==> src/izhikevich_neuron_step_defines.svh <==
// Assertion macros for the Izhikevich neuron step block.
`ifndef IZHIKEVICH_NEURON_STEP_DEFINES_SVH
`define IZHIKEVICH_NEURON_STEP_DEFINES_SVH

`ifndef ASSERT_OFF

// Checked only out of reset.
`define IZH_ASSERT(lbl, prop, msg) \
    lbl: assert property (@(posedge i_clk) disable iff (!i_rst_n) prop) else $error(msg);

// Checked during reset as well.
`define IZH_ASSERT_RST(lbl, prop, msg) \
    lbl: assert property (@(posedge i_clk) prop) else $error(msg);

`else

`define IZH_ASSERT(lbl, prop, msg)
`define IZH_ASSERT_RST(lbl, prop, msg)

`endif

`endif

==> src/izh_pkg.sv <==
`timescale 1ns / 1ps
// Shared types, constants and helpers for the Izhikevich neuron step block.
package izh_pkg;

    localparam int CNT_W      = 7;
    localparam int CFG_IDX_W  = 3;
    localparam int CFG_DATA_W = 27;

    // Register indexes on the configuration port
    localparam logic [CFG_IDX_W-1:0] CFG_RECOVERY_RATE        = 3'd0;
    localparam logic [CFG_IDX_W-1:0] CFG_RECOVERY_SENSITIVITY = 3'd1;
    localparam logic [CFG_IDX_W-1:0] CFG_RESET_POTENTIAL      = 3'd2;
    localparam logic [CFG_IDX_W-1:0] CFG_RECOVERY_JUMP        = 3'd3;
    localparam logic [CFG_IDX_W-1:0] CFG_CURRENT_GAIN         = 3'd4;
    localparam logic [CFG_IDX_W-1:0] CFG_DT_SHIFT             = 3'd5;

    // Q16.16 constants and the cap on the substep shift
    localparam logic signed [31:0] REST_POT  = -32'sd4259840;   // -65
    localparam logic signed [31:0] FLOOR_POT = -32'sd4915200;   // -75
    localparam logic signed [31:0] PEAK_POT  = 32'sd1966080;    // 30
    localparam logic signed [47:0] BIAS_TERM = 48'sd9175040;    // 140
    localparam logic [11:0]        COEF_SQ   = 12'd2621;        // 0.04 * 2^16
    localparam logic [3:0]         MAX_SHIFT = 4'd8;

    typedef struct packed {
        logic [16:0]        recovery_rate;
        logic [16:0]        recovery_sensitivity;
        logic signed [23:0] reset_potential;
        logic [20:0]        recovery_jump;
        logic [26:0]        current_gain;
        logic [3:0]         dt_shift;
    } t_cfg;

    typedef struct packed {
        logic load;     // capture drive term, clear substep counter
        logic mul1;     // v*v and b*v
        logic mul2;     // 0.04*sq and a*(bv-u)
        logic update;   // Euler update of v and u
        logic commit;   // spike / floor, window count, output register
    } t_cmd;

    typedef struct packed {
        logic last_substep;
    } t_stat;

    typedef enum logic [2:0] {
        ST_IDLE,
        ST_MUL1,
        ST_MUL2,
        ST_UPDATE,
        ST_FINISH
    } t_state;

    function automatic logic signed [31:0] sat32(input logic signed [47:0] x);
        logic signed [31:0] res;
        if (x > 48'sh0000_7FFF_FFFF) begin
            res = 32'sh7FFF_FFFF;
        end else if (x < -48'sh0000_8000_0000) begin
            res = 32'sh8000_0000;
        end else begin
            res = x[31:0];
        end
        return res;
    endfunction

endpackage

==> src/izh_cfg_regs.sv <==
`timescale 1ns / 1ps
// Configuration register file of the Izhikevich neuron step block.
module izh_cfg_regs import izh_pkg::*; (
    input  logic                  i_clk,
    input  logic                  i_rst_n,
    input  logic                  i_cfg_we,
    input  logic [CFG_IDX_W-1:0]  i_cfg_index,
    input  logic [CFG_DATA_W-1:0] i_cfg_data,
    output t_cfg                  o_cfg
);

    t_cfg r_cfg;
    t_cfg n_cfg;

    always_comb begin
        n_cfg = r_cfg;
        if (i_cfg_we) begin
            unique case (i_cfg_index)
                CFG_RECOVERY_RATE:        n_cfg.recovery_rate        = i_cfg_data[16:0];
                CFG_RECOVERY_SENSITIVITY: n_cfg.recovery_sensitivity = i_cfg_data[16:0];
                CFG_RESET_POTENTIAL:      n_cfg.reset_potential      = i_cfg_data[23:0];
                CFG_RECOVERY_JUMP:        n_cfg.recovery_jump        = i_cfg_data[20:0];
                CFG_CURRENT_GAIN:         n_cfg.current_gain         = i_cfg_data[26:0];
                CFG_DT_SHIFT:             n_cfg.dt_shift             = i_cfg_data[3:0];
                default:                  n_cfg = r_cfg;
            endcase
        end
    end

    always_ff @(posedge i_clk) begin
        if (!i_rst_n) begin
            r_cfg.recovery_rate        <= 17'd1311;
            r_cfg.recovery_sensitivity <= 17'd13107;
            r_cfg.reset_potential      <= -24'sd4259840;
            r_cfg.recovery_jump        <= 21'd524288;
            r_cfg.current_gain         <= 27'd65536;
            r_cfg.dt_shift             <= 4'd1;
        end else begin
            r_cfg <= n_cfg;
        end
    end

    assign o_cfg = r_cfg;

endmodule

==> config.mk <==
export PLATFORM = sky130hd
export DESIGN_NAME = izh_cfg_regs
export DESIGN_NICKNAME = d
export VERILOG_FILES = /design/src/izhikevich_neuron_step_defines.svh /design/src/izh_pkg.sv /design/src/izh_cfg_regs.sv
export SDC_FILE = /design/constraint.sdc
export NUM_CORES = 1
export LEC_CHECK = 0
export BUFFER_PORTS_ARGS = -buffer_cell sky130_fd_sc_hd__clkbuf_2
export CORE_MARGIN = 8
export CORE_UTILIZATION = 54
export DETAILED_ROUTE_END_ITERATION = 8
export PLACE_DENSITY = 0.85
export SETUP_SLACK_MARGIN = 0.5
export SYNTH_ARGS = -nofsm -noshare
export SYNTH_HDL_FRONTEND = slang
export SYNTH_SLANG_ARGS = --single-unit
==> constraint.sdc <==
create_clock -name i_clk -period 2.9 [get_ports i_clk]
set_input_delay 0.435 -clock i_clk [delete_from_list [all_inputs] [get_ports i_clk]]
set_output_delay 0.435 -clock i_clk [all_outputs]
set_load 0.005 [all_outputs]
After elaboration in Yosys (flattened, before gate mapping)
Index checks and enable logic that the tools add are counted.

operators by class
  equality and inequality tests = 5
  reduce and logical (&&, ||, !) cells = 7

operators with widths
  operator                                                               count
  2-bit AND reduction                                                    6
  3-bit by 2-bit equality test with 1-bit output, second input constant  2
  3-bit equality test, second input constant                             2
  3-bit by 1-bit equality test with 1-bit output, second input constant  1
  3-bit zero test                                                        1

word-level totals
  flip-flop bits (word level) = 110
  output and inout bits = 110
  word-level logic and storage cells = 18

Depth between registers and ports, before layout
  depth in word-level cells = 2
  gate-level depth with buffers = 5
  depth with buffers taken out = 2

Least setup slack after synthesis
Ideal clock, no wire load.

  path kind = input to register
  start = input port i_cfg_index[0]
  end = register r_cfg, in the netlist o_cfg[100]
  library setup time = 122 ps
  arrival = 1460 ps
  data required time = 2778 ps
  setup slack = 1318 ps
  stages on the path = 5
  cells stage by stage = buf_2 -> or4b_1 -> buf_2 -> buf_6 -> mux2i_1

on the way
  word-level cells in the longest chain between the ends = 2

RTL lines
  what                                  RTL line            source
  start, declared                       izh_cfg_regs.sv:7   input logic [CFG_IDX_W-1:0] i_cfg_index,
  3-bit zero test                       izh_cfg_regs.sv:18  unique case (i_cfg_index)
  2-bit AND reduction (no source line)  -
  end signal, assigned                  izh_cfg_regs.sv:39  r_cfg <= n_cfg;
  end, declared                         izh_cfg_regs.sv:12  t_cfg r_cfg;

Every way passes these cells.
A chain may end at the register's enable or synchronous reset.

Final worst setup path
  start = input port i_cfg_index[1]
  end = register r_cfg, in the netlist o_cfg[108]

Same word-level chain as after synthesis.

==> impl_metrics.toml <==
[global_route]
track_usage = 0.187
grt_max_degree = 78
gr-total-overflow = 0
grt_antenna_before_repair = 0
grt_pass1_vias = 3390
grt_first_pass_wirelength_um = 16900

[synthesis]
ys_warn_count = 0
synthCells = 417
synth_cell_types = 13
ys_ff_latch = 110
synth_nets = 450
synthesis.area_um2 = 4250
synthTopCellsByArea = "dfxtp_1 (52%), mux2i_1 (26%), nand2_1 (9.9%)"
syn_area_per_cell_um2 = 10.2
yosysTopAreaCellShare = 0.518
ys_seq_area_frac = 0.518
synth_area_leader_cell = "dfxtp_1"

[final_layout]
final_common_cell = "clkbuf_2"
drive_gt1_frac = 0.311
final_cell_mix = "clkbuf_2 (141), nand2_1 (112), mux2i_1 (110), dfxtp_1 (110), nor2b_1 (43)"
largest_reg_flops = 110
diodes = 0
post-route-util = 0.688
finalNonFillerCells = 652
layout.nets = 578
n_fill_cell = 640
area_growth_syn_to_layout_pct = 24.5

[clock_tree]
cts_setup_buffers = 0
path_clk_slew_ps = 100
clk_latency_ps = 350
cts_tree = "yes"
cts_resized = 0
htreeDepth = 3
clock-sinks = 110
cts_root_buffer = "clkbuf_8"
cts_hold_buf = 0
numCtsBuffers = 9
clockBufferDepth = 2

[detailed_routing]
wl_per_cell_um = 16.1
routed-via-count = 3243
drc = 0
vias_per_cell = 4.97
drt-initial-drc-count = 115
first_pass_iters = 5
routed_wl_um = 10500
postRouteAntennaNets = 0

[critical_path]
crit_path_cell_trace = "clkbuf_2, or4b_1, mux2i_1"
start_kind = "input pin"
crit_path_top_delay_cell = "or4b_1"
worstSetupPathType = "in -> reg"
slowest_delay_ps = 910
cp.required_ps = 3120
crit_path_end_kind = "register"
worstPathMaxFanout = 12
crit_arrival_ps = 1750

[floorplan]
die_h_um = 105
rows = 32
initial_core_util = 0.553
top_level_ports = 143
core_um2 = 7690
die-area_um2 = 11000
die_w_um = 105

[job]
maxCapViolations = 0

[sta]
tightest_slew_ps = 833
setup_viol = 0
hold_viol_final = 0
relSlewSlack = 0.443
fin_crit_sh = 0.527
rsz0062_at_grt = "false"
clock_skew_ps = 0
drv_slew = 0
timing.hold.ws_ps = 305
finalSetupTns_ps = 0
max_freq_ghz = 0.655
setup_slack_ps = 1370
final.min_clock_period_ps = 1530

[pwr]
power_frac_comb = 0.075
seqPwrFrac = 0.541
power.leakage_uw = 0.00258
powerDensity_nw_per_um2 = 545
p_sw_uw = 659
p_clk_frac = 0.383
vdd_ir_drop_max_mv = 0.309
internal_power_uw = 2220
netSwitchingFraction = 0.229

[place]
io_buffers = 142
hpwl_um = 7750
dp.cells = 636
gp_congestion = 0.778
place_ws_ps = 998

[worst_hold_path]
hold_class = "in -> reg"

[run_status]
status = "complete, no violations"
[logic make-up (layout without fill, tap and decap cells)]
kind of cell | count (synthesis) | in the layout | synth area share
buffers and inverters | 33 | 166 | 0.0386
muxes | 110 | 110 | 0.259
DFF | 110 | 110 | 0.518
and+or+nand+nor | 164 | 164 | 0.185
[cells in the mapped netlist, drive strengths merged]
master / n
mux2i: 110
nand2: 112
clkbuf: 17
nand4bb: 2
dfxtp: 110
nor4bb: 3
nand4b: 2
nor4b: 1
nor2b: 43
buf: 16
or4b: 1
[through the flow]
step / total power, µW / area [µm²]
global route: 3000 / 5290
floorplan: 1720 / 4250
global placement: 1810 / 5040
CTS: 2910 / 5290
finish: 2880 / 5290
detailed placement: 1810 / 5040
[layer usage]
| metal | share of wire | global-route usage | routed length [µm] |
|---|---|---|---|
| met2 | 0.48 | 0.310 | 5060 |
| met4 | 0.011 | 0.0581 | 114 |
| met5 | 0 | 0 | 0 |
| met1 | 0.42 | 0.210 | 4440 |
| met3 | 0.084 | 0.0835 | 882 |
[power groups by stage]
stage / logic [µW] / clock network, µW / registers (µW)
finish: 217 / 1110 / 1560
global route: 238 / 1190 / 1570
CTS: 220 / 1130 / 1560
detailed placement: 218 / 0 / 1600
global placement: 213 / 0 / 1590
floorplan: 124 / 0 / 1600
[path summary, 6_finish.rpt]
path | from | endpoint | slack, ps | cells after the start
setup / recovery | i_cfg_index[1] | o_cfg[108]$_SDFFE_PN0P_ | 1370 | 3
hold reg to reg | o_cfg[79]$_SDFFE_PN0P_ | o_cfg[79]$_SDFFE_PN0P_ | 460 | 2
hold / removal | i_cfg_data[24] | o_cfg[28]$_SDFFE_PN0P_ | 300 | 3
setup reg to reg | o_cfg[103]$_SDFFE_PN1P_ | o_cfg[103]$_SDFFE_PN1P_ | 2240 | 2
[final cells by class]
cell class	instances	area (µm²)	area share
multi-input combinational	274	1930	0.364
clock inverter	7	125	0.0236
tap	102	128	0.0241
clock buffer	9	124	0.0234
timing repair buffer	150	786	0.148
sequential	110	2200	0.416
[critical path, delay by kind of cell]
kind / cells / cell delay [ps]
buf+inv: 1 / 170
mux: 1 / 230
simple gates: 1 / 910
(Power assumes the default switching activity.)
