## src/izhikevich_neuron_step_defines.svh

```systemverilog
// Assertion macros for the Izhikevich neuron step block.
`ifndef IZHIKEVICH_NEURON_STEP_DEFINES_SVH
`define IZHIKEVICH_NEURON_STEP_DEFINES_SVH

`ifndef ASSERT_OFF

// Checked only out of reset.
`define IZH_ASSERT(lbl, prop, msg) \
    lbl: assert property (@(posedge i_clk) disable iff (!i_rst_n) prop) else $error(msg);

// Checked during reset as well.
`define IZH_ASSERT_RST(lbl, prop, msg) \
    lbl: assert property (@(posedge i_clk) prop) else $error(msg);

`else

`define IZH_ASSERT(lbl, prop, msg)
`define IZH_ASSERT_RST(lbl, prop, msg)

`endif

`endif

```

## src/izh_pkg.sv

```systemverilog
`timescale 1ns / 1ps
// Shared types, constants and helpers for the Izhikevich neuron step block.
package izh_pkg;

    localparam int CNT_W      = 7;
    localparam int CFG_IDX_W  = 3;
    localparam int CFG_DATA_W = 27;

    // Register indexes on the configuration port
    localparam logic [CFG_IDX_W-1:0] CFG_RECOVERY_RATE        = 3'd0;
    localparam logic [CFG_IDX_W-1:0] CFG_RECOVERY_SENSITIVITY = 3'd1;
    localparam logic [CFG_IDX_W-1:0] CFG_RESET_POTENTIAL      = 3'd2;
    localparam logic [CFG_IDX_W-1:0] CFG_RECOVERY_JUMP        = 3'd3;
    localparam logic [CFG_IDX_W-1:0] CFG_CURRENT_GAIN         = 3'd4;
    localparam logic [CFG_IDX_W-1:0] CFG_DT_SHIFT             = 3'd5;

    // Q16.16 constants and the cap on the substep shift
    localparam logic signed [31:0] REST_POT  = -32'sd4259840;   // -65
    localparam logic signed [31:0] FLOOR_POT = -32'sd4915200;   // -75
    localparam logic signed [31:0] PEAK_POT  = 32'sd1966080;    // 30
    localparam logic signed [47:0] BIAS_TERM = 48'sd9175040;    // 140
    localparam logic [11:0]        COEF_SQ   = 12'd2621;        // 0.04 * 2^16
    localparam logic [3:0]         MAX_SHIFT = 4'd8;

    typedef struct packed {
        logic [16:0]        recovery_rate;
        logic [16:0]        recovery_sensitivity;
        logic signed [23:0] reset_potential;
        logic [20:0]        recovery_jump;
        logic [26:0]        current_gain;
        logic [3:0]         dt_shift;
    } t_cfg;

    typedef struct packed {
        logic load;     // capture drive term, clear substep counter
        logic mul1;     // v*v and b*v
        logic mul2;     // 0.04*sq and a*(bv-u)
        logic update;   // Euler update of v and u
        logic commit;   // spike / floor, window count, output register
    } t_cmd;

    typedef struct packed {
        logic last_substep;
    } t_stat;

    typedef enum logic [2:0] {
        ST_IDLE,
        ST_MUL1,
        ST_MUL2,
        ST_UPDATE,
        ST_FINISH
    } t_state;

    function automatic logic signed [31:0] sat32(input logic signed [47:0] x);
        logic signed [31:0] res;
        if (x > 48'sh0000_7FFF_FFFF) begin
            res = 32'sh7FFF_FFFF;
        end else if (x < -48'sh0000_8000_0000) begin
            res = 32'sh8000_0000;
        end else begin
            res = x[31:0];
        end
        return res;
    endfunction

endpackage

```

## src/izh_ctrl.sv

```systemverilog
`timescale 1ns / 1ps
// Sequencer for the Izhikevich neuron step: handshakes and substep loop.
module izh_ctrl import izh_pkg::*; (
    input  logic  i_clk,
    input  logic  i_rst_n,
    input  logic  i_in_valid,
    output logic  o_in_stall,
    output logic  o_out_valid,
    input  logic  i_out_stall,
    input  t_stat i_stat,
    output t_cmd  o_cmd
);

    t_state r_state;
    t_state n_state;
    logic   r_out_valid;
    logic   n_out_valid;
    logic   w_slot_free;

    // output register is free when empty or its beat leaves this cycle
    assign w_slot_free = !r_out_valid || !i_out_stall;

    always_ff @(posedge i_clk) begin
        if (!i_rst_n) begin
            r_state     <= ST_IDLE;
            r_out_valid <= 1'b0;
        end else begin
            r_state     <= n_state;
            r_out_valid <= n_out_valid;
        end
    end

    always_comb begin
        n_state    = r_state;
        o_cmd      = '0;
        o_in_stall = 1'b1;
        unique case (r_state)
            ST_IDLE: begin
                o_in_stall = 1'b0;
                if (i_in_valid) begin
                    o_cmd.load = 1'b1;
                    n_state    = ST_MUL1;
                end
            end
            ST_MUL1: begin
                o_cmd.mul1 = 1'b1;
                n_state    = ST_MUL2;
            end
            ST_MUL2: begin
                o_cmd.mul2 = 1'b1;
                n_state    = ST_UPDATE;
            end
            ST_UPDATE: begin
                o_cmd.update = 1'b1;
                n_state      = i_stat.last_substep ? ST_FINISH : ST_MUL1;
            end
            ST_FINISH: begin
                if (w_slot_free) begin
                    o_cmd.commit = 1'b1;
                    n_state      = ST_IDLE;
                end
            end
            default: n_state = ST_IDLE;
        endcase
        n_out_valid = o_cmd.commit ? 1'b1 : (r_out_valid && i_out_stall);
    end

    assign o_out_valid = r_out_valid;

endmodule

```

## config.mk

```make
export PLATFORM = sky130hd
export DESIGN_NAME = izh_ctrl
export DESIGN_NICKNAME = d
export VERILOG_FILES = /design/src/izhikevich_neuron_step_defines.svh /design/src/izh_pkg.sv /design/src/izh_ctrl.sv
export SDC_FILE = /design/constraint.sdc
export NUM_CORES = 1
export LEC_CHECK = 0
export BUFFER_PORTS_ARGS = -buffer_cell sky130_fd_sc_hd__clkbuf_2
export CORE_AREA = 2 2 39 41
export CTS_CLUSTER_DIAMETER = 200
export DETAILED_ROUTE_END_ITERATION = 7
export DIE_AREA = 0 0 41 43
export PLACE_DENSITY = 0.46
export SETUP_SLACK_MARGIN = 0.02
export SYNTH_ARGS = -nofsm -noshare
export SYNTH_HDL_FRONTEND = slang
export SYNTH_SLANG_ARGS = --single-unit
```

## constraint.sdc

```tcl
create_clock -name i_clk -period 1.25 [get_ports i_clk]
set_input_delay 0.375 -clock i_clk [delete_from_list [all_inputs] [get_ports i_clk]]
set_output_delay 0.375 -clock i_clk [all_outputs]
set_load 0.05 [all_outputs]
```

* Yosys cells after proc, flatten, opt, wreduce, memory -nomap -nowiden *
Index checks and enable logic that the tools add are counted.
Widths: inputs -> output; s select.

storage, ports and cells
  bits in registers = 4
  word-level logic and storage cells = 27

operators by class
  equal/unequal tests = 6
  multiplexer cells = 13
  reduce and logical (&&, ||, !) cells = 6

operator list
  cell                number
  $pmux 3 s5          1
  $mux 1              9
  $mux 3              3
  $eq 3x2->1 const B  2
  $ne 2x2->1 const B  2
  $eq 3x1->1 const B  1
  $eq 3x3->1 const B  1
  $logic_not 3->1     1
  $logic_not 1->1     2
  $reduce_and 2->1    1
  $logic_and 1x1->1   1
  $logic_or 1x1->1    1

* Logic depth before layout (Yosys ltp) *
Gate-level depths: netlist of run 1.

  word-level depth = 5
  mapped depth = 2

* Worst setup path after synthesis of run 1 *
No wires, ideal clock.

  path kind = register -> output
  from = register r_state[0]
  to = output o_cmd[4] (netlist bit)
  arrival = 1.684 ns
  data required time = 0.875 ns
  setup slack = -0.809 ns
  stages on the path, launching flop included = 3
  buffers on the path = 0
  cell sequence = dfxtp_1 > or3_1 > nor2_1

RTL lines
  what                    RTL line        text
  start, declared         izh_ctrl.sv:14  t_state r_state;
  start signal, assigned  izh_ctrl.sv:28  r_state <= n_state;
  end, declared           izh_ctrl.sv:11  output t_cmd o_cmd

==> out/metrics.csv, run 1 <==
metric,value,unit
outcome,finished with violations,
violations,negative setup slack,
ios,12,
slowest_delay,410,ps
required,880,ps
crit_family,simple AND/OR/NAND/NOR gates,
routed.top_layer,met3,
ctsHoldBuffers,0,
syn_nets,28,
place_ws,-250,ps
p_sw_frac,0.347,
drv_cap,0,
ant_nets,0,
fp.dieW,41,um
dr.pass1.iters,4,
clockPowerShare,0.252,
yosys.area.top_type_share,0.374,
syn_area,214,um2
ys_ff_latch,4,
numClockSinks,4,
place_congestion,0.671,
vias_per_cell,3.98,
cts_tree,built,
rsz0062_at_grt,true,
tightest_slew,189,ps
fmax,0.607,GHz
slowest_stage,or3b_4,
avgSynthCellArea,9.30,um2
maxSlewHeadroom,0.874,
antenna_cells,0,
hold_viol,0,
final.period_utilization,1.32,
p_leak,0.231,nW
drcViolationCount,0,
critPathMaxFanout,4,
ir_drop,0.000380,V
clock_latency,230,ps
finalClockSkew,4.97,ps
routed_wl,613,um
wl_met2,296,um
ys_warn_count,0,
rows,14,
crit_path_end_kind,output pin,
holdWs,410,ps
grt_usage,0.0883,
antenna_found_initial,0,
r2r_setup_slack,60,ps
vias,251,
grt_pass1_vias,273,
drv_slew,0,
start_util,0.155,
dp_hpwl,432,um
placed_area,394,um2
path_cells,"or3b_4, a21oi_4, buf_8",
wl_met3,40,um
fin_cells,63,
path_clk_slew,40,ps
nets,54,
grt_pass1_wl,1.00,mm
synth_cell_type_count,16,
powerDensity,1170,mW/mm2
cp-start-kind,flip-flop,
pwr-share-seq,0.245,
synth_largest_area_cell,dfxtp_1,
power.switching,0.215,mW
crit_type,reg -> out,
drive_gt1_frac,0.766,
intPower,0.406,mW
worst-path-buf-inv,1,
fillerInstances,145,
yosysSeqAreaShare,0.374,
wl_met1,276,um
cts-root-buf,clkbuf_4,
period_needed,1650,ps
finalWorstSetupSlack,-396,ps
drt_iter0_drc,1,
stdcell_area,531,um2
grt_max_degree,5,
place_inst,57,
synth_area_leaders,"dfxtp_1 37%, a2bb2o_4 9.4%, nor3b_1 7.0%",
total_power,0.622,mW
comb_power_share,0.503,
arrival,1270,ps
core,0.00138,mm2
cts.path.max_buffers,2,
overflow,0,
dieArea,0.00176,mm2
h-tree-depth,1,
synth_cells,23,
hp-class,in -> reg,
setup_viol,6,
numCtsBuffers,3,
synthToLayoutAreaGrowth,148,%
portBuffers,11,
wl_per_cell,9.73,um
die_y,43,um
-- per-stage QoR --
step	util	TNS [ps]
floorplan	-	-880
global placement	0.285	-668
detailed placement	0.285	-665
CTS	0.370	-1870
global route	0.383	-2170
finish	0.383	-1880
-- placed cells by master, fill, tap and decap left out, types with 2 or more instances in the layout --
| cell | instances |
|---|---|
| buf_4 | 8 |
| clkbuf_2 | 4 |
| buf_8 | 4 |
| dfxtp_2 | 4 |
| nor3b_4 | 2 |
| nand2b_1 | 2 |
| clkbuf_4 | 3 |
| buf_6 | 2 |
-- power by group through the flow --
stage	Combinational, mW	Sequential (mW)	Clock [mW]
after floorplan	0.147	0.159	0
final	0.313	0.152	0.157
after global placement	0.238	0.153	0
after global routing	0.333	0.154	0.177
after detailed placement	0.236	0.152	0
after CTS	0.295	0.152	0.168
-- metal layers --
layer / up-vias / track usage
li1: 130 / -
met1: 109 / 0.0929
met2: 12 / 0.125
met3: 0 / 0.0366
met4: 0 / 0.0800
met5: - / 0
-- final timing paths --
check | from | to | depth (start not counted)
worst min register to register | o_out_valid | o_out_valid | 2
worst min-delay path | i_rst_n | o_out_valid | 2
worst max-delay path | r_state[2] | o_cmd[0] | 3
worst max register to register | r_state[2] | r_state[2] | 5
-- cells in the mapped netlist (all sizes together) --
library cell and count:
or3b 1, nand2b 2, dfxtp 4, a21boi 1, nor2 2, and3b 1, xnor2 1, nand2 1
o21bai 1, or3 1, a2bb2o 1, nand3 1, a21oi 2, inv 1, nor3b 2, and2 1
-- flip-flops by register name (all words and copies together) (netlist names) --
register and cells:
r_state 3, o_out_valid 1
-- cells by family after synthesis --
group                  Yosys count  synth area share
AND/OR/NAND/NOR                 12             0.357
AO/OA/AOI/OAI                    5             0.211
buffers and inverters            1            0.0175
flip-flops                       4             0.374
XOR/XNOR                         1            0.0409
-- repair_timing --
| action | in CTS | in global routing |
|---|---|---|
| gates cloned | 0 | 0 |
| setup endpoints to repair | 7 | 6 |
| pin swaps | 3 | 2 |
| buffers inserted | 2 | 1 |
| gates resized for setup | 18 | 5 |
-- layout make-up --
cell class              instances  area, um2  area share
repair buffers                 21        221       0.417
multi-input cells              18        178       0.335
flip-flops and latches          4       85.1       0.160
clock buffers                   3       22.5      0.0425
well taps                      16       20.0      0.0377
inverters                       1       3.75     0.00708
Power figures use the tool's default switching activity.
==> inputs of run 2 (changes only) <==
--- a/config.mk
+++ b/config.mk
@@ -11,7 +11,7 @@
 export DETAILED_ROUTE_END_ITERATION = 7
 export DIE_AREA = 0 0 41 43
 export PLACE_DENSITY = 0.46
-export SETUP_SLACK_MARGIN = 0.02
+export SETUP_SLACK_MARGIN = 0.3
 export SYNTH_ARGS = -nofsm -noshare
 export SYNTH_HDL_FRONTEND = slang
 export SYNTH_SLANG_ARGS = --single-unit
==> out/metrics.csv, run 2 (synthesis gave the netlist of run 1 again) <==
metric,value,unit,change
outcome,finished with violations,,
violations,negative setup slack,,
dp_hpwl,434,um,+0.39%
grt_max_degree,6,,+1
overflow,0,,unchanged
fp.dieW,41,um,unchanged
maxSlewHeadroom,0.894,,+0.0199
regMostFlops,r_state,,
finalWorstSetupSlack,-403,ps,-6.47 ps
reg2reg_depth,8,,+3
stdcell_area,616,um2,+16%
required,880,ps,about the same
synthToLayoutAreaGrowth,188,%,
cts.path.max_buffers,2,,unchanged
period_needed,1650,ps,+6.47 ps
r2r_setup_slack,-370,ps,-430 ps
cts_tree,built,,
die_y,43,um,unchanged
placed_area,392,um2,-0.63%
finalClockSkew,12.0,ps,+7.02 ps
p_leak,0.276,nW,+19%
grt_usage,0.104,,+0.0153
wl_met3,64,um,+60%
ctsHoldBuffers,0,,unchanged
core,0.00138,mm2,unchanged
intPower,0.432,mW,+6.3%
grt_pass1_vias,293,,+7.3%
comb_power_share,0.495,,-0.008
drv_cap,0,,unchanged
setup_viol,8,,+2
rows,14,,unchanged
power.switching,0.237,mW,+10%
path_clk_slew,50,ps,about the same
startpoint,r_state[2],,
clockPowerShare,0.277,,+0.025
arrival,1280,ps,about the same
cts-root-buf,clkbuf_4,,
ios,12,,unchanged
r2r_start,r_state[2],,
tightest_slew,160,ps,-29.8 ps
fmax,0.605,GHz,-0.39%
wl_per_cell,10.2,um,+4.5%
routed.top_layer,met3,,
crit_end,o_cmd[0],,
crit_path_end_kind,output pin,,
pwr-share-seq,0.227,,-0.018
dr.pass1.iters,2,,-2
powerDensity,1090,mW/mm2,-7.3%
grt_pass1_wl,1.17,mm,+17%
start_util,0.155,,unchanged
p_sw_frac,0.354,,+0.00781
drt_iter0_drc,1,,unchanged
portBuffers,11,,unchanged
routed_wl,712,um,+16%
place_congestion,0.662,,-1.2%
dieArea,0.00176,mm2,unchanged
r2r_end,r_state[2],,
antenna_found_initial,0,,unchanged
vias_per_cell,4.04,,+1.5%
clock_latency,250,ps,+20 ps
nets,60,,+11%
numCtsBuffers,3,,unchanged
drcViolationCount,0,,unchanged
ir_drop,0.000445,V,+17%
wl_met2,371,um,+25%
ant_nets,0,,unchanged
antenna_cells,0,,unchanged
wl_met1,276,um,unchanged
rsz0062_at_grt,true,,
total_power,0.669,mW,+7.6%
hp-class,in -> reg,,
crit_type,reg -> out,,
numClockSinks,4,,unchanged
largest_reg_flops,3,,unchanged
h-tree-depth,1,,unchanged
vias,283,,+13%
cp-start-kind,flip-flop,,
hold_viol,0,,unchanged
drive_gt1_frac,0.796,,+0.0303
mostFrequentLayoutCells,"8 x buf_6, 8 x buf_4, 4 x clkbuf_2, 4 x buf_8",,
drv_slew,0,,unchanged
critPathMaxFanout,5,,+1
final.period_utilization,1.32,,+0.00518
[run 2: cell type report]
| type | instances | area (um2) |
|---|---|---|
| Inverter | 1 | 3.75 |
| Clock buffer | 4 | 26.3 |
| Fill cell | 144 | 768 |
| Tap cell | 16 | 20.0 |
| Timing Repair Buffer | 27 | 294 |
| Sequential cell | 4 | 92.6 |
| Multi-Input combinational cell | 18 | 179 |
[run 2: what timing repair did]
action | 4_1_cts | 5_1_grt
cloned | 0 | 0
endpoints found under the setup margin | 9 | 10
buffers inserted | 6 | 2
resized for setup | 25 | 7
pin swaps | 3 | 4
[run 2: worst min path at each step]
stage / from / end / cells after the start
detailed placement: o_out_valid / o_out_valid / 2
global route: i_rst_n / o_out_valid / 2
finish: i_rst_n / r_state[1] / 3
global placement: o_out_valid / o_out_valid / 2
floorplan: r_state[1] / r_state[0] / 2
CTS: i_rst_n / r_state[1] / 3
[run 2: metal layers]
layer  up-vias  track usage
met3         0       0.0733
met1       127        0.110
met2        12        0.144
li1        144            -
met5         -            0
met4         0       0.0600
[run 2: through the flow]
| stage | worst slack [ps] | std cells | setup TNS, ps | utilization | hold slack, ps |
|---|---|---|---|---|---|
| 2_1_floorplan | -256 | 23 | -779 | - | 504 |
| 3_3_place_gp | -240 | 58 | -631 | 0.283 | 488 |
| 3_5_place_dp | -247 | 58 | -644 | 0.283 | 497 |
| 4_1_cts | -436 | 68 | -2570 | 0.419 | 392 |
| 5_1_grt | -453 | 70 | -3010 | 0.445 | 408 |
| 6_report | -403 | 70 | -2640 | 0.445 | 402 |
[run 2: power by group through the flow]
stage	Clock, mW	Sequential (mW)	Combinational (mW)
after floorplan	0	0.161	0.148
after global placement	0	0.155	0.227
final	0.185	0.152	0.331
after global routing	0.201	0.154	0.352
after CTS	0.199	0.153	0.290
after detailed placement	0	0.154	0.225
[run 2: worst max-delay path: stages (launching register included)]
cell     delay, ps
dfxtp_2        340
or3b_4         400
a21oi_4        130
buf_8          160
==> inputs of run 3 (changes only) <==
--- a/config.mk
+++ b/config.mk
@@ -10,8 +10,8 @@
 export CTS_CLUSTER_DIAMETER = 200
 export DETAILED_ROUTE_END_ITERATION = 7
 export DIE_AREA = 0 0 41 43
-export PLACE_DENSITY = 0.46
-export SETUP_SLACK_MARGIN = 0.3
+export PLACE_DENSITY = 0.4
+export REMOVE_ABC_BUFFERS = 1
 export SYNTH_ARGS = -nofsm -noshare
 export SYNTH_HDL_FRONTEND = slang
 export SYNTH_SLANG_ARGS = --single-unit
==> out/metrics.csv, run 3 (synthesis gave the netlist of run 1 again) <==
metric,value,unit,change
antenna_found_initial,0,,unchanged
final.period_utilization,1.30,,-0.0208
wl_per_cell,9.93,um,-2.3%
ant_nets,0,,unchanged
rows,14,,unchanged
largest_reg_flops,3,,unchanged
routed_wl,606,um,-15%
period_needed,1630,ps,-26.0 ps
grt_pass1_wl,1.06,mm,-8.9%
dieArea,0.00176,mm2,unchanged
place_ws,-270,ps,-22.3 ps
place_congestion,0.563,,-15%
critPathMaxFanout,3,,-2
cts.path.max_buffers,2,,unchanged
min_from,i_stat,,
crit_type,reg -> out,,
outcome,finished with violations,,
core,0.00138,mm2,unchanged
dr.pass1.iters,2,,unchanged
drcViolationCount,0,,unchanged
finalWorstSetupSlack,-377,ps,+26.0 ps
r2r_start,r_state[2],,
nets,52,,-13%
multiInputGateArea,171,um2,-4.2%
maxSlewHeadroom,0.892,,-0.00197
place_inst,56,,-3.4%
ctsHoldBuffers,0,,unchanged
die_y,43,um,unchanged
hp-class,in -> reg,,
r2r_setup_slack,110,ps,+480 ps
ir_drop,0.000525,V,+18%
grt_max_degree,6,,unchanged
cts_tree,built,,
fmax,0.615,GHz,+1.6%
start_util,0.155,,unchanged
overflow,0,,unchanged
regMostFlops,r_state,,
fin_cells,61,,-13%
seq_area,85.1,um2,-8.1%
drv_slew,0,,unchanged
portBuffers,11,,unchanged
stdcell_area,490,um2,-20%
ios,12,,unchanged
synthToLayoutAreaGrowth,129,%,
mostFrequentLayoutCells,"6 x buf_4, 5 x buf_8, 4 x clkbuf_2, 4 x dfxtp_2",,
r2r_end,r_state[2],,
powerDensity,1240,mW/mm2,+14%
arrival,1250,ps,-30 ps
required,880,ps,about the same
hold_viol,0,,unchanged
numCtsBuffers,3,,unchanged
fillerInstances,154,,+6.9%
drive_gt1_frac,0.756,,-0.0407
finalClockSkew,4.96,ps,-7.03 ps
dp_hpwl,416,um,-4.0%
grt_usage,0.0917,,-0.0118
grt_pass1_vias,277,,-5.5%
clock_latency,240,ps,about the same
total_power,0.608,mW,-9.0%
crit_path_end_kind,output pin,,
whs_endpoint,r_state[0],,
h-tree-depth,1,,unchanged
vias,251,,-11%
p_leak,0.216,nW,-22%
path_clk_slew,40,ps,about the same
final_common_cell,buf_4,,
tightest_slew,163,ps,+2.95 ps
numClockSinks,4,,unchanged
reg2reg_depth,3,,-5
cts-root-buf,clkbuf_4,,
vias_per_cell,4.11,,+1.8%
fp.dieW,41,um,unchanged
setup_viol,6,,-2
rsz0062_at_grt,true,,
drv_cap,0,,unchanged
antenna_cells,0,,unchanged
drt_iter0_drc,8,,+7
placed_area,334,um2,-15%
hold_depth,3,,unchanged
cp-start-kind,flip-flop,,
violations,negative setup slack,,
==> run 3: where the power goes <==
| part | total, mW | switching, mW | internal, mW |
|---|---|---|---|
| sequential | 0.152 | 0.0110 | 0.141 |
| combinational | 0.294 | 0.154 | 0.140 |
| clock | 0.162 | 0.0547 | 0.108 |
==> run 3: how the worst max path moves through the flow <==
stage,cells after the start,slack [ps],from,endpoint
4_1_cts,3,-390,r_state[0],o_cmd[0]
2_1_floorplan,2,-810,r_state[0],o_cmd[4]
3_3_place_gp,3,-270,r_state[2],o_cmd[0]
6_report,3,-380,r_state[2],o_cmd[0]
5_1_grt,3,-430,r_state[1],o_cmd[0]
3_5_place_dp,3,-270,r_state[2],o_cmd[0]
==> run 3: what timing repair did <==
item	in CTS	in global routing
setup endpoints to repair	7	7
pin swaps	3	3
buffers inserted	2	0
gates resized for setup	22	13
==> run 3: area by class of cell <==
cell class,count,share of cell area
clock buffers,3,0.0459
flip-flops and latches,4,0.173
inverters,1,0.00765
multi-input cells,18,0.349
repair buffers,19,0.383
well taps,16,0.0408
==> run 3: worst max-delay path, stage by stage, from the launching register on <==
cell	delay [ps]
dfxtp_2	340
or3b_4	400
a21oi_4	130
buf_8	150
==> run 3: through the flow <==
step                utilization  setup TNS [ps]  hold WS [ps]
floorplan                     -           -2980           520
global placement          0.241            -805           509
detailed placement        0.241            -791           497
CTS                       0.329           -1720           412
global route              0.354           -1870           438
finish                    0.354           -1590           419
==> run 3: metal layers <==
layer	share of wire	routed length, um	global-route usage	vias to the layer above
met5	0	0	0	-
met4	0	0	0.0400	0
met3	0.078	47	0.0524	0
met2	0.46	280	0.125	10
met1	0.46	278	0.114	117
li1	-	-	-	124
